## src/design/ids_pkg.sv

```systemverilog
package ids_pkg;

  localparam int CHAN_W  = 8;
  localparam int SIZE_W  = 13;
  localparam int CFG_W   = 13;
  localparam int INDEX_W = 2;
  localparam int COUNT_W = 25;
  localparam int DSUM_W  = 32;
  localparam int CSUM_W  = 36;

  localparam int DEF_MAX_WIDTH  = 4096;
  localparam int DEF_MAX_HEIGHT = 4096;

  localparam logic [INDEX_W-1:0] REG_THRESHOLD = 2'd0;
  localparam logic [INDEX_W-1:0] REG_WIDTH     = 2'd1;
  localparam logic [INDEX_W-1:0] REG_HEIGHT    = 2'd2;

  localparam logic [CFG_W-1:0] SIZE_RESET = 13'd4096;

  typedef logic [CHAN_W-1:0] chan_t;

endpackage

```

## src/design/ids_pixel_delta.sv

```systemverilog
module ids_pixel_delta (
  input  ids_pkg::chan_t red_first,
  input  ids_pkg::chan_t green_first,
  input  ids_pkg::chan_t blue_first,
  input  ids_pkg::chan_t red_second,
  input  ids_pkg::chan_t green_second,
  input  ids_pkg::chan_t blue_second,
  input  ids_pkg::chan_t threshold,
  output ids_pkg::chan_t delta,
  output logic           differs
);
  import ids_pkg::*;

  chan_t red_diff;
  chan_t green_diff;
  chan_t blue_diff;
  chan_t rg_max;

  assign red_diff   = (red_first > red_second) ? red_first - red_second
                                               : red_second - red_first;
  assign green_diff = (green_first > green_second) ? green_first - green_second
                                                   : green_second - green_first;
  assign blue_diff  = (blue_first > blue_second) ? blue_first - blue_second
                                                 : blue_second - blue_first;

  assign rg_max  = (green_diff > red_diff) ? green_diff : red_diff;
  assign delta   = (blue_diff > rg_max) ? blue_diff : rg_max;
  assign differs = delta > threshold;

endmodule

```

## src/design/image_difference_statistics_top.sv

```systemverilog
// Channel  | Direction | Handshake                   | Content
// pixel    | in        | pixel_valid / pixel_ready   | RGB pair, one pixel of each image
// result   | out       | result_valid / result_ready | frame totals and bounding box
// config   | in        | cfg_we                      | cfg_index selects, cfg_data value
//
// One pixel pair per cycle while no waiting result holds the last pixel; delta,
// compare and all accumulator updates feed both statistics and result registers.
// The frame result appears in the cycle after its last pixel is taken.
// A stalled result blocks only the last pixel of the next frame; other pixels flow on.
// rst (synchronous) clears position, accumulators and result valid, and resets config.
module image_difference_statistics_top #(
  parameter int MAX_WIDTH  = ids_pkg::DEF_MAX_WIDTH,
  parameter int MAX_HEIGHT = ids_pkg::DEF_MAX_HEIGHT
) (
  input  logic                         clk,
  input  logic                         rst,

  input  logic                         cfg_we,
  input  logic [ids_pkg::INDEX_W-1:0]  cfg_index,
  input  logic [ids_pkg::CFG_W-1:0]    cfg_data,

  input  logic                         pixel_valid,
  output logic                         pixel_ready,
  input  ids_pkg::chan_t               red_first,
  input  ids_pkg::chan_t               green_first,
  input  ids_pkg::chan_t               blue_first,
  input  ids_pkg::chan_t               red_second,
  input  ids_pkg::chan_t               green_second,
  input  ids_pkg::chan_t               blue_second,

  output logic                         result_valid,
  input  logic                         result_ready,
  output logic [ids_pkg::COUNT_W-1:0]  differing_pixels,
  output logic [ids_pkg::DSUM_W-1:0]   delta_total,
  output ids_pkg::chan_t               delta_peak,
  output logic [ids_pkg::SIZE_W-1:0]   box_left,
  output logic signed [ids_pkg::SIZE_W-1:0] box_right,
  output logic [ids_pkg::SIZE_W-1:0]   box_bottom,
  output logic signed [ids_pkg::SIZE_W-1:0] box_top,
  output logic [ids_pkg::CSUM_W-1:0]   column_sum,
  output logic [ids_pkg::CSUM_W-1:0]   row_sum
);
  import ids_pkg::*;

  localparam int COL_W = (MAX_WIDTH > 1) ? $clog2(MAX_WIDTH) : 1;
  localparam int ROW_W = (MAX_HEIGHT > 1) ? $clog2(MAX_HEIGHT) : 1;

  localparam logic [COUNT_W-1:0] COUNT_MAX = '1;
  localparam logic [DSUM_W-1:0]  DSUM_MAX  = '1;
  localparam logic [CSUM_W-1:0]  CSUM_MAX  = '1;

  function automatic logic [31:0] eff_size(logic [CFG_W-1:0] v, logic [31:0] maxv);
    logic [31:0] wide;
    wide = 32'(v);
    if (wide == 32'd0) begin
      return 32'd1;
    end else if (wide > maxv) begin
      return maxv;
    end
    return wide;
  endfunction

  // Configuration
  chan_t            threshold;
  logic [CFG_W-1:0] width_cfg;
  logic [CFG_W-1:0] height_cfg;

  always_ff @(posedge clk) begin
    if (rst) begin
      threshold  <= '0;
      width_cfg  <= SIZE_RESET;
      height_cfg <= SIZE_RESET;
    end else if (cfg_we) begin
      unique case (cfg_index)
        REG_THRESHOLD: threshold  <= cfg_data[CHAN_W-1:0];
        REG_WIDTH:     width_cfg  <= cfg_data;
        REG_HEIGHT:    height_cfg <= cfg_data;
        default:       ;
      endcase
    end
  end

  logic [31:0] eff_w;
  logic [31:0] eff_h;

  assign eff_w = eff_size(width_cfg, 32'(MAX_WIDTH));
  assign eff_h = eff_size(height_cfg, 32'(MAX_HEIGHT));

  // Frame statistics
  logic [COL_W-1:0]   column_pos;
  logic [ROW_W-1:0]   row_pos;
  logic [COUNT_W-1:0] count_acc;
  logic [DSUM_W-1:0]  delta_acc;
  chan_t              peak_reg;
  logic [COL_W-1:0]   left_reg;
  logic [COL_W-1:0]   right_reg;
  logic [ROW_W-1:0]   bottom_reg;
  logic [ROW_W-1:0]   top_reg;
  logic [CSUM_W-1:0]  colsum_acc;
  logic [CSUM_W-1:0]  rowsum_acc;

  chan_t delta;
  logic  differs;

  ids_pixel_delta u_delta (
    .red_first    (red_first),
    .green_first  (green_first),
    .blue_first   (blue_first),
    .red_second   (red_second),
    .green_second (green_second),
    .blue_second  (blue_second),
    .threshold    (threshold),
    .delta        (delta),
    .differs      (differs)
  );

  logic last_col;
  logic last_row;
  logic last_pixel;
  logic accept;
  logic first_hit;

  assign last_col   = 32'(column_pos) >= (eff_w - 32'd1);
  assign last_row   = 32'(row_pos) >= (eff_h - 32'd1);
  assign last_pixel = last_col && last_row;
  // Hold only the final pixel of a frame while an earlier result is still waiting.
  assign pixel_ready = !last_pixel || !result_valid || result_ready;
  assign accept      = pixel_valid && pixel_ready;
  assign first_hit   = count_acc == '0;

  logic [COUNT_W-1:0] count_next;
  logic [DSUM_W:0]    delta_sum;
  logic [DSUM_W-1:0]  delta_next;
  chan_t              peak_next;
  logic [COL_W-1:0]   left_next;
  logic [COL_W-1:0]   right_next;
  logic [ROW_W-1:0]   bottom_next;
  logic [ROW_W-1:0]   top_next;
  logic [CSUM_W:0]    colsum_sum;
  logic [CSUM_W:0]    rowsum_sum;
  logic [CSUM_W-1:0]  colsum_next;
  logic [CSUM_W-1:0]  rowsum_next;

  assign delta_sum  = {1'b0, delta_acc} + (DSUM_W + 1)'(delta);
  assign colsum_sum = {1'b0, colsum_acc} + (CSUM_W + 1)'(column_pos);
  assign rowsum_sum = {1'b0, rowsum_acc} + (CSUM_W + 1)'(row_pos);

  always_comb begin
    count_next  = count_acc;
    delta_next  = delta_acc;
    peak_next   = peak_reg;
    left_next   = left_reg;
    right_next  = right_reg;
    bottom_next = bottom_reg;
    top_next    = top_reg;
    colsum_next = colsum_acc;
    rowsum_next = rowsum_acc;
    if (differs) begin
      count_next  = (count_acc == COUNT_MAX) ? COUNT_MAX : count_acc + COUNT_W'(1);
      delta_next  = delta_sum[DSUM_W] ? DSUM_MAX : delta_sum[DSUM_W-1:0];
      colsum_next = colsum_sum[CSUM_W] ? CSUM_MAX : colsum_sum[CSUM_W-1:0];
      rowsum_next = rowsum_sum[CSUM_W] ? CSUM_MAX : rowsum_sum[CSUM_W-1:0];
      if (delta > peak_reg) begin
        peak_next = delta;
      end
      if (first_hit || column_pos < left_reg) begin
        left_next = column_pos;
      end
      if (first_hit || column_pos > right_reg) begin
        right_next = column_pos;
      end
      if (first_hit || row_pos < bottom_reg) begin
        bottom_next = row_pos;
      end
      if (first_hit || row_pos > top_reg) begin
        top_next = row_pos;
      end
    end
  end

  always_ff @(posedge clk) begin
    if (rst) begin
      column_pos <= '0;
      row_pos    <= '0;
      count_acc  <= '0;
      delta_acc  <= '0;
      peak_reg   <= '0;
      colsum_acc <= '0;
      rowsum_acc <= '0;
    end else if (accept) begin
      if (last_pixel) begin
        column_pos <= '0;
        row_pos    <= '0;
        count_acc  <= '0;
        delta_acc  <= '0;
        peak_reg   <= '0;
        colsum_acc <= '0;
        rowsum_acc <= '0;
      end else begin
        if (last_col) begin
          column_pos <= '0;
          row_pos    <= row_pos + ROW_W'(1);
        end else begin
          column_pos <= column_pos + COL_W'(1);
        end
        count_acc  <= count_next;
        delta_acc  <= delta_next;
        peak_reg   <= peak_next;
        colsum_acc <= colsum_next;
        rowsum_acc <= rowsum_next;
      end
    end
  end

  // Box extremes are only read once count_acc is non-zero.
  always_ff @(posedge clk) begin
    if (accept) begin
      left_reg   <= left_next;
      right_reg  <= right_next;
      bottom_reg <= bottom_next;
      top_reg    <= top_next;
    end
  end

  // Result register
  logic [31:0] left_wide;
  logic [31:0] right_wide;
  logic [31:0] bottom_wide;
  logic [31:0] top_wide;
  logic        any_hit;

  assign left_wide   = 32'(left_next);
  assign right_wide  = 32'(right_next);
  assign bottom_wide = 32'(bottom_next);
  assign top_wide    = 32'(top_next);
  assign any_hit     = count_next != '0;

  always_ff @(posedge clk) begin
    if (rst) begin
      result_valid <= 1'b0;
    end else if (accept && last_pixel) begin
      result_valid <= 1'b1;
    end else if (result_ready) begin
      result_valid <= 1'b0;
    end
  end

  always_ff @(posedge clk) begin
    if (accept && last_pixel) begin
      differing_pixels <= count_next;
      delta_total      <= delta_next;
      delta_peak       <= peak_next;
      column_sum       <= colsum_next;
      row_sum          <= rowsum_next;
      if (any_hit) begin
        box_left   <= left_wide[SIZE_W-1:0];
        box_right  <= right_wide[SIZE_W-1:0];
        box_bottom <= bottom_wide[SIZE_W-1:0];
        box_top    <= top_wide[SIZE_W-1:0];
      end else begin
        box_left   <= eff_w[SIZE_W-1:0];
        box_right  <= '1;
        box_bottom <= eff_h[SIZE_W-1:0];
        box_top    <= '1;
      end
    end
  end

endmodule

```

## config.mk

```make
export PLATFORM = sky130hd
export DESIGN_NAME = image_difference_statistics_top
export DESIGN_NICKNAME = d
export VERILOG_FILES = /design/src/design/ids_pkg.sv /design/src/design/ids_pixel_delta.sv /design/src/design/image_difference_statistics_top.sv
export SDC_FILE = /design/constraint.sdc
export NUM_CORES = 1
export LEC_CHECK = 0
export BUFFER_PORTS_ARGS = -buffer_cell sky130_fd_sc_hd__buf_2
export CAP_MARGIN = 10
export CORE_MARGIN = 2
export CORE_UTILIZATION = 25
export CTS_CLUSTER_DIAMETER = 100
export DETAILED_ROUTE_END_ITERATION = 10
export HOLD_SLACK_MARGIN = 0.03
export SLEW_MARGIN = 20
export SYNTH_ARGS = -nofsm -noshare
export SYNTH_HDL_FRONTEND = slang
export SYNTH_SLANG_ARGS = --single-unit
```

## constraint.sdc

```tcl
create_clock -name clk -period 8.4 [get_ports clk]
set_input_delay 0.42 -clock clk [delete_from_list [all_inputs] [get_ports clk]]
set_output_delay 0.42 -clock clk [all_outputs]
set_load 0.05 [all_outputs]
```

# --- Word level (Yosys, flattened, before mapping) ---
# Index checks and enable logic that the tools add are counted.
totals:
  reg_bits: 433
  elab_cells: 130
op_classes:
  add_sub_neg: 14
  n_lt_le_gt_ge: 15
  n_eq_ne: 3
  muxes: 48
  n_reduce_logical: 22
op_table:
  columns: ["cell", "count"]
  rows:
  - ["32-bit two-way mux", 9]
  - ["36-bit two-way mux", 6]
  - ["12-bit two-way mux", 14]
  - ["25-bit two-way mux", 3]
  - ["36-bit by 12-bit adder with 37-bit output", 2]
  - ["12-bit by 32-bit >= comparator with 1-bit output", 2]
  - ["8-bit two-way mux", 8]
  - ["32-bit by 1-bit subtractor with 32-bit output, second input constant", 2]
  - ["8-bit greater-than comparator", 7]
  - ["8-bit subtractor", 6]
  - ["32-bit by 8-bit adder with 33-bit output", 1]
  - ["13-bit greater-than comparator, second input constant", 2]
  - ["13-bit logical NOT", 2]
  - ["13-bit two-way mux", 2]
  - ["25-bit by 1-bit adder with 25-bit output, second input constant", 1]
  - ["25-bit equality test, second input constant", 1]
  - ["25-bit logical NOT", 1]
  - ["25-bit nonzero test", 1]
  - ["12-bit by 1-bit adder with 12-bit output, second input constant", 2]
  - ["12-bit greater-than comparator", 2]
  - ["12-bit < comparator", 2]
  - ["2-bit AND reduction", 4]
  - ["1-bit logical OR", 6]
  - ["1-bit two-way mux", 6]
  - ["6 further kinds", 10]

# --- Logic depth before layout (Yosys ltp) ---
depth:
  word_depth: 13
  mapped_depth: 47
  depth_no_buf: 43

# --- Hierarchy ---
# A second synthesis with hierarchy kept.
hier_totals:
  hier_cells: 2739
  area_unflattened_um2: 26262.7
by_module_without_submodules:
  columns: ["module", "n_inst", "cells_per_inst", "area_per_inst_um2", "seq_area_each_um2"]
  rows:
  - ["image_difference_statistics_top", 1, 2349, 23306.1, 11010.6]
  - ["ids_pixel_delta", 1, 390, 2956.6, 0.0]

# --- Worst setup path before layout ---
# OpenSTA, ideal clock, no wires.
synth_timing:
  path_kind: "flip-flop to flip-flop"
  startpoint: "reg width_cfg[7]"
  endpoint: "reg count_acc[24]"
  setup_time_ns: 0.119
  arrival_ns: 8.813
  path_slack_ns: -0.533
  stages_incl_launch_ff: 25
  synth_period_minus_slack_ns: 8.933
  path_cell_list: "dfxtp_1 clkbuf_1 or3_1 or3_1 nor2_1 nor2_1 nor2_1 inv_1 ha_1 clkbuf_1 nand4_1 o21ai_0 o21ai_0 o21ai_0 ha_1 nand3_1 nor2_1 a21oi_1 o21ai_0 a41oi_1 a2111oi_4 and2_1 or2_2 buf_2 nor2_1"
synth_between:
  elab_chain_cells: 11
synth_rtl:
  columns: ["element", "line_no", "rtl"]
  rows:
  - ["from (decl)", "image_difference_statistics_top.sv:65", "logic [CFG_W-1:0] width_cfg;"]
  - ["from (signal assigned)", "image_difference_statistics_top.sv:76", "REG_WIDTH: width_cfg <= cfg_data;"]
  - ["13-bit greater-than comparator", "image_difference_statistics_top.sv:57", "end else if (wide > maxv) begin"]
  - ["1-bit two-way mux", "image_difference_statistics_top.sv:57", null]
  - ["1-bit two-way mux", "image_difference_statistics_top.sv:55", "if (wide == 32'd0) begin"]
  - ["32-bit two-way mux *", "image_difference_statistics_top.sv:60", "return wide;"]
  - ["32-bit by 1-bit subtractor with 32-bit output *", "image_difference_statistics_top.sv:123", "assign last_col = 32'(column_pos) >= (eff_w - 32'd1);"]
  - ["12-bit by 32-bit >= comparator with 1-bit output *", "image_difference_statistics_top.sv:123", null]
  - ["1-bit logical AND *", "image_difference_statistics_top.sv:125", "assign last_pixel = last_col && last_row;"]
  - ["1-bit logical NOT", "image_difference_statistics_top.sv:127", "assign pixel_ready = !last_pixel || !result_valid || result_ready;"]
  - ["1-bit logical OR (2 in a row)", "image_difference_statistics_top.sv:127", null]
  - ["1-bit logical AND", "image_difference_statistics_top.sv:128", "assign accept = pixel_valid && pixel_ready;"]
  - ["to (signal assigned)", "image_difference_statistics_top.sv:206", "count_acc <= count_next;"]
  - ["to (decl)", "image_difference_statistics_top.sv:92", "logic [COUNT_W-1:0] count_acc;"]
# Mark *: on every way between the ends. The rest lies on a longest branch, timed or not.
# A chain may end at the register's enable or synchronous reset.

# --- Worst setup path in the final report ---
layout_timing:
  startpoint: "in red_first[0]"
  endpoint: "reg box_left[3] (netlist name) (data pin)"
layout_between:
  elab_chain_cells: 10
layout_rtl:
  columns: ["element", "line_no", "rtl"]
  rows:
  - ["from (decl)", "image_difference_statistics_top.sv:24", "input ids_pkg::chan_t red_first,"]
  - ["8-bit subtractor, or another cell as far along", "ids_pixel_delta.sv:20", ": red_second - red_first;"]
  - ["8-bit two-way mux *", "ids_pixel_delta.sv:19", "assign red_diff = (red_first > red_second) ? red_first - red_second"]
  - ["8-bit greater-than comparator", "ids_pixel_delta.sv:26", "assign rg_max = (green_diff > red_diff) ? green_diff : red_diff;"]
  - ["8-bit two-way mux *", "ids_pixel_delta.sv:26", null]
  - ["8-bit greater-than comparator", "ids_pixel_delta.sv:27", "assign delta = (blue_diff > rg_max) ? blue_diff : rg_max;"]
  - ["8-bit two-way mux *", "ids_pixel_delta.sv:27", null]
  - ["8-bit greater-than comparator *", "ids_pixel_delta.sv:28", "assign differs = delta > threshold;"]
  - ["25-bit two-way mux *", "image_difference_statistics_top.sv:158", "if (differs) begin"]
  - ["net count_next[13]", "image_difference_statistics_top.sv:131", "logic [COUNT_W-1:0] count_next;"]
  - ["25-bit nonzero test *", "image_difference_statistics_top.sv:236", "assign any_hit = count_next != '0;"]
  - ["12-bit two-way mux *", "image_difference_statistics_top.sv:255", "if (any_hit) begin"]
  - ["to (signal assigned)", "image_difference_statistics_top.sv:256", "box_left <= left_wide[SIZE_W-1:0];"]
  - ["to (signal assigned)", "image_difference_statistics_top.sv:261", "box_left <= eff_w[SIZE_W-1:0];"]
  - ["to (decl)", "image_difference_statistics_top.sv:36", "output logic [ids_pkg::SIZE_W-1:0] box_left,"]
# Mark *: on every way through the listed nets, which the timed path passes. The rest lies on a longest branch.

==> results by stage <==
Timing:
- The worst clock skew is 0.0244 ns.
- The maximum frequency from static timing analysis is 121 MHz.
- The final hold violation count is 0.
- The final critical path takes up 98.4% of the cycle.
- The max-slew violation count is 0.
- Setup violations remaining at the end of the flow were counted as 0.
- The relative max-transition margin is 30.9%.
- The transition time of the tightest slew-check pin is 1.04 ns.
- Adding up every negative setup slack in the final design gives 0 ns.
- Setup repair after global routing could not meet its margin everywhere.
- Subtracting the final worst setup slack from the clock period gives 8.26 ns.
- Hold timing on the final database bottoms out at a slack of 0.0957 ns.

Worst setup path:
- The worst register-to-register path ends at peak_reg[0].
- Among the stages of the critical path, the cell type that occurs most often is o21a_1.
- The slowest library cell on the worst path is o211ai_1.
- The worst register-to-register path has a depth of 25.
- STA classifies the critical path endpoint as a flip-flop.
- The arrival time of data at the critical path endpoint is 8.62 ns.
- The largest single stage delay on the critical path is 0.48 ns.
- In this run the critical register-to-register path is launched from width_cfg[7].
- The critical path class is input pin to flip-flop.
- At the worst endpoint, the required time is 8.76 ns.
- The element type at the critical path start is an input pin.
- The setup slack of the most critical reg-to-reg path is 2.08 ns.
- The maximum fanout count along the critical path is 7.
- The worst setup path startpoint is red_first[0].

Drt:
- Before antenna repair, the detailed router went through 7 iterations.
- The routed design has 78,700 um of wire.
- The detail-routed via count per cell is 4.82.
- After detailed routing, the average wire length per cell comes to 18.1 um.
- The vias after detailed routing is 20,900.
- After detailed routing, the number of remaining DRC violations is 0.
- In this run, the number of DRC markers left after iteration 0 of detailed routing was 1,268.
- The detail route stage leaves a number of antenna-violating nets equal to 0.

Hold path:
- The number of instances on the worst hold path is 3.
- The path with the worst hold slack has its endpoint at height_cfg[11].
- The startpoint identified for the worst hold timing path is cfg_data[11].
- The worst min-delay path class is input pin to flip-flop.

Floorplan:
- The total die area is 103,000 um2.
- After floorplanning, the core was divided into 116 placement rows.
- The starting utilization of the core area is 25.2%.
- The I/O pin count is 259.
- Measured along the y axis, the die boundary spans 321 um.
- From left edge to right edge, the die measures 321 um.
- After floorplanning, the core was sized to cover 100,000 um2.

Placement:
- The detailed placer's ending HPWL is 57,300 um.
- During placement, the flow inserted port buffers numbering 258.
- The number of placed instances, taps included, is 4,219.
- Routability-driven placement finished with a final weighted congestion of 0.878.

Yosys:
- The average cell area after synthesis is 9.71 um2.
- The leading cell type by number of instances after synthesis is edfxtp_1.
- The count of flip-flops with a built-in enable after synthesis is 236.
- The commonest cells after synthesis are 236 x edfxtp_1, 220 x nand2_1, 214 x nor2_1, 196 x dfxtp_1, 185 x ha_1.
- Yosys printed 0 warnings.
- The combined area of all synthesized cells is 25,200 um2.
- For this run, the register share of the synthesized area comes to 43.7%.
- Summed over all instances, the cell type with the most area after synthesis is edfxtp_1.
- The count of state elements after synthesis is 432.
- The net count after synthesis is 2,854.
- After synthesis, the cell types taking the most area are edfxtp_1 28%, dfxtp_1 16%, ha_1 9.2%, mux2_2 3.7%, nand2_1 3.3%.
- The share of synthesized area in the top cell type comes to 28.2%.
- For this run, asynchronously set or reset flops after synthesis account for 0%.
- The most used flip-flop cell after synthesis is edfxtp_1.
- Synthesis instantiated 91 different standard cells from the library.
- The cell count after synthesis is 2,592.

Power:
- The completed layout was analyzed and its total power is 10.4 mW.
- The total power density per cell area is 331 nW/um2.
- The peak supply drop is 0.000309 V.
- The static leakage power is 13.8 nW.
- The combinational fraction of design power is 50.7%.
- The part of the power in the clock network is 22.1%.
- The internal power summed over all cells is 6.47 mW.
- Summed over all nets, the switching power comes to 3.96 mW.
- The fraction of power spent switching nets is 38.0%.
- The sequential fraction of design power is 27.2%.

Cells and area:
- The area growth from synthesis to final layout is 25.0%.
- The count of cells in the finished layout, fillers not included, comes to 4,340.
- The post-route netlist has 23.3% of its cells at a drive strength greater than 1.
- The final cell utilization of the core is 31.5%.
- After the last flow step, the layout net total stands at 3,254.

GRT:
- The via count of the first global-routing pass is 20,000.
- The initial antenna violation count came to 13.
- The overflow left after global routing is 0.
- Entering global routing, the biggest net connects 75 pins.
- The global-route wire length before repair is 118,000 um.
- For this run, the total global-route usage over all layers was measured as 14.7%.

Clock tree:
- TritonCTS created 52 clock buffers.
- CTS placed an instance of clkbuf_16 at the clock tree root.
- The TritonCTS clock tree is built.
- For the worst-skew pair, the clock arrives at the later sink with an insertion delay of 0.63 ns.
- The worst-case clock buffer depth is 3.
- The H-tree depth reported by CTS is 2.
- The CTS sink count is 432.
- After clock tree synthesis, the clock-pin slew on the worst setup and hold paths is 0.06 ns.

Status:
- The run finished with clean final reports.

Job:
- Across the run, the number of max-cap violations was 0.
-- critical path, delay by kind of cell --
family                     cells  cell delay [ns]
and+or+nand+nor               13             2.06
adders and majority gates      5             1.26
AOI/OAI and AO/OA             16             3.17
muxes                          2             0.58
buffers and inverters          8             0.90
xor gates and xnor gates       1             0.17
-- timing repair --
action,CTS,global route
resized for setup,0,42
hold endpoints to repair,1,0
setup buffers,0,12
endpoints found under the setup margin,0,64
hold buffers,1,0
-- layer usage --
metal | GRT usage [%] | wire, um
met5 | 0 | 49
met4 | 4.62 | 2250
met3 | 2.88 | 4180
met2 | 24.0 | 36200
met1 | 19.4 | 36000
-- area by class of cell --
class	count	area, um2
antenna	6	15.0
multi-input combinational	1872	13400
clock inverter	32	280
clock buffer	66	1450
sequential	432	11000
inverter	175	672
timing repair buffer	459	3000
fill	10400	68500
tap	1298	1620
-- how the worst max path moves through the flow --
| stage | to | depth (start not counted) |
|---|---|---|
| finish | box_left[3] | 45 |
| global placement | box_bottom[11] | 43 |
| floorplan | box_left[10] | 44 |
| CTS | box_bottom[11] | 43 |
| detailed placement | box_bottom[11] | 43 |
| global route | box_left[3] | 45 |
-- power groups by stage --
stage	combinational [mW]	sequential (mW)	clock, mW
floorplan	3.18	2.84	0
global placement	4.91	2.87	0
detailed placement	4.99	2.87	0
CTS	5.01	2.83	2.37
global route	5.79	2.85	2.46
finish	5.29	2.83	2.30
-- placed cells by master, fill, tap and decap left out, types with 29 or more instances in the layout --
cell type / netlist / final
buf_2: 9 / 256
nand2b_1: 44 / 44
a22oi_1: 75 / 75
mux2i_1: 32 / 29
nor2_1: 214 / 210
ha_1: 185 / 181
a21o_1: 49 / 49
a22o_1: 43 / 43
xor2_1: 60 / 60
nand4_1: 44 / 44
nor3_1: 37 / 37
xnor2_1: 61 / 61
buf_4: 1 / 184
dfxtp_1: 196 / 196
clkbuf_16: 0 / 57
nor2b_1: 41 / 40
mux2_2: 82 / 76
nand3_1: 70 / 67
and3_1: 35 / 34
nand2_1: 220 / 218
o21ai_0: 120 / 114
inv_1: 173 / 170
edfxtp_1: 236 / 236
a21oi_1: 154 / 146
-- cells by family after synthesis --
| logic type | share of synthesized area [%] |
|---|---|
| AOI/OAI and AO/OA | 17.0 |
| xor gates and xnor gates | 4.27 |
| adders and majority gates | 9.95 |
| buffers and inverters | 4.38 |
| DFF | 43.7 |
| muxes | 5.00 |
| and+or+nand+nor | 15.6 |
-- metrics by stage --
stage                     cell area, um2  setup slack [ns]
after floorplan                    25400            -0.125
after global placement             29300            -0.398
after detailed placement           29400            -0.509
after CTS                          31100             0.119
after global routing               31500            -0.184
final                              31500             0.137
Power figures use the tool's default switching activity.
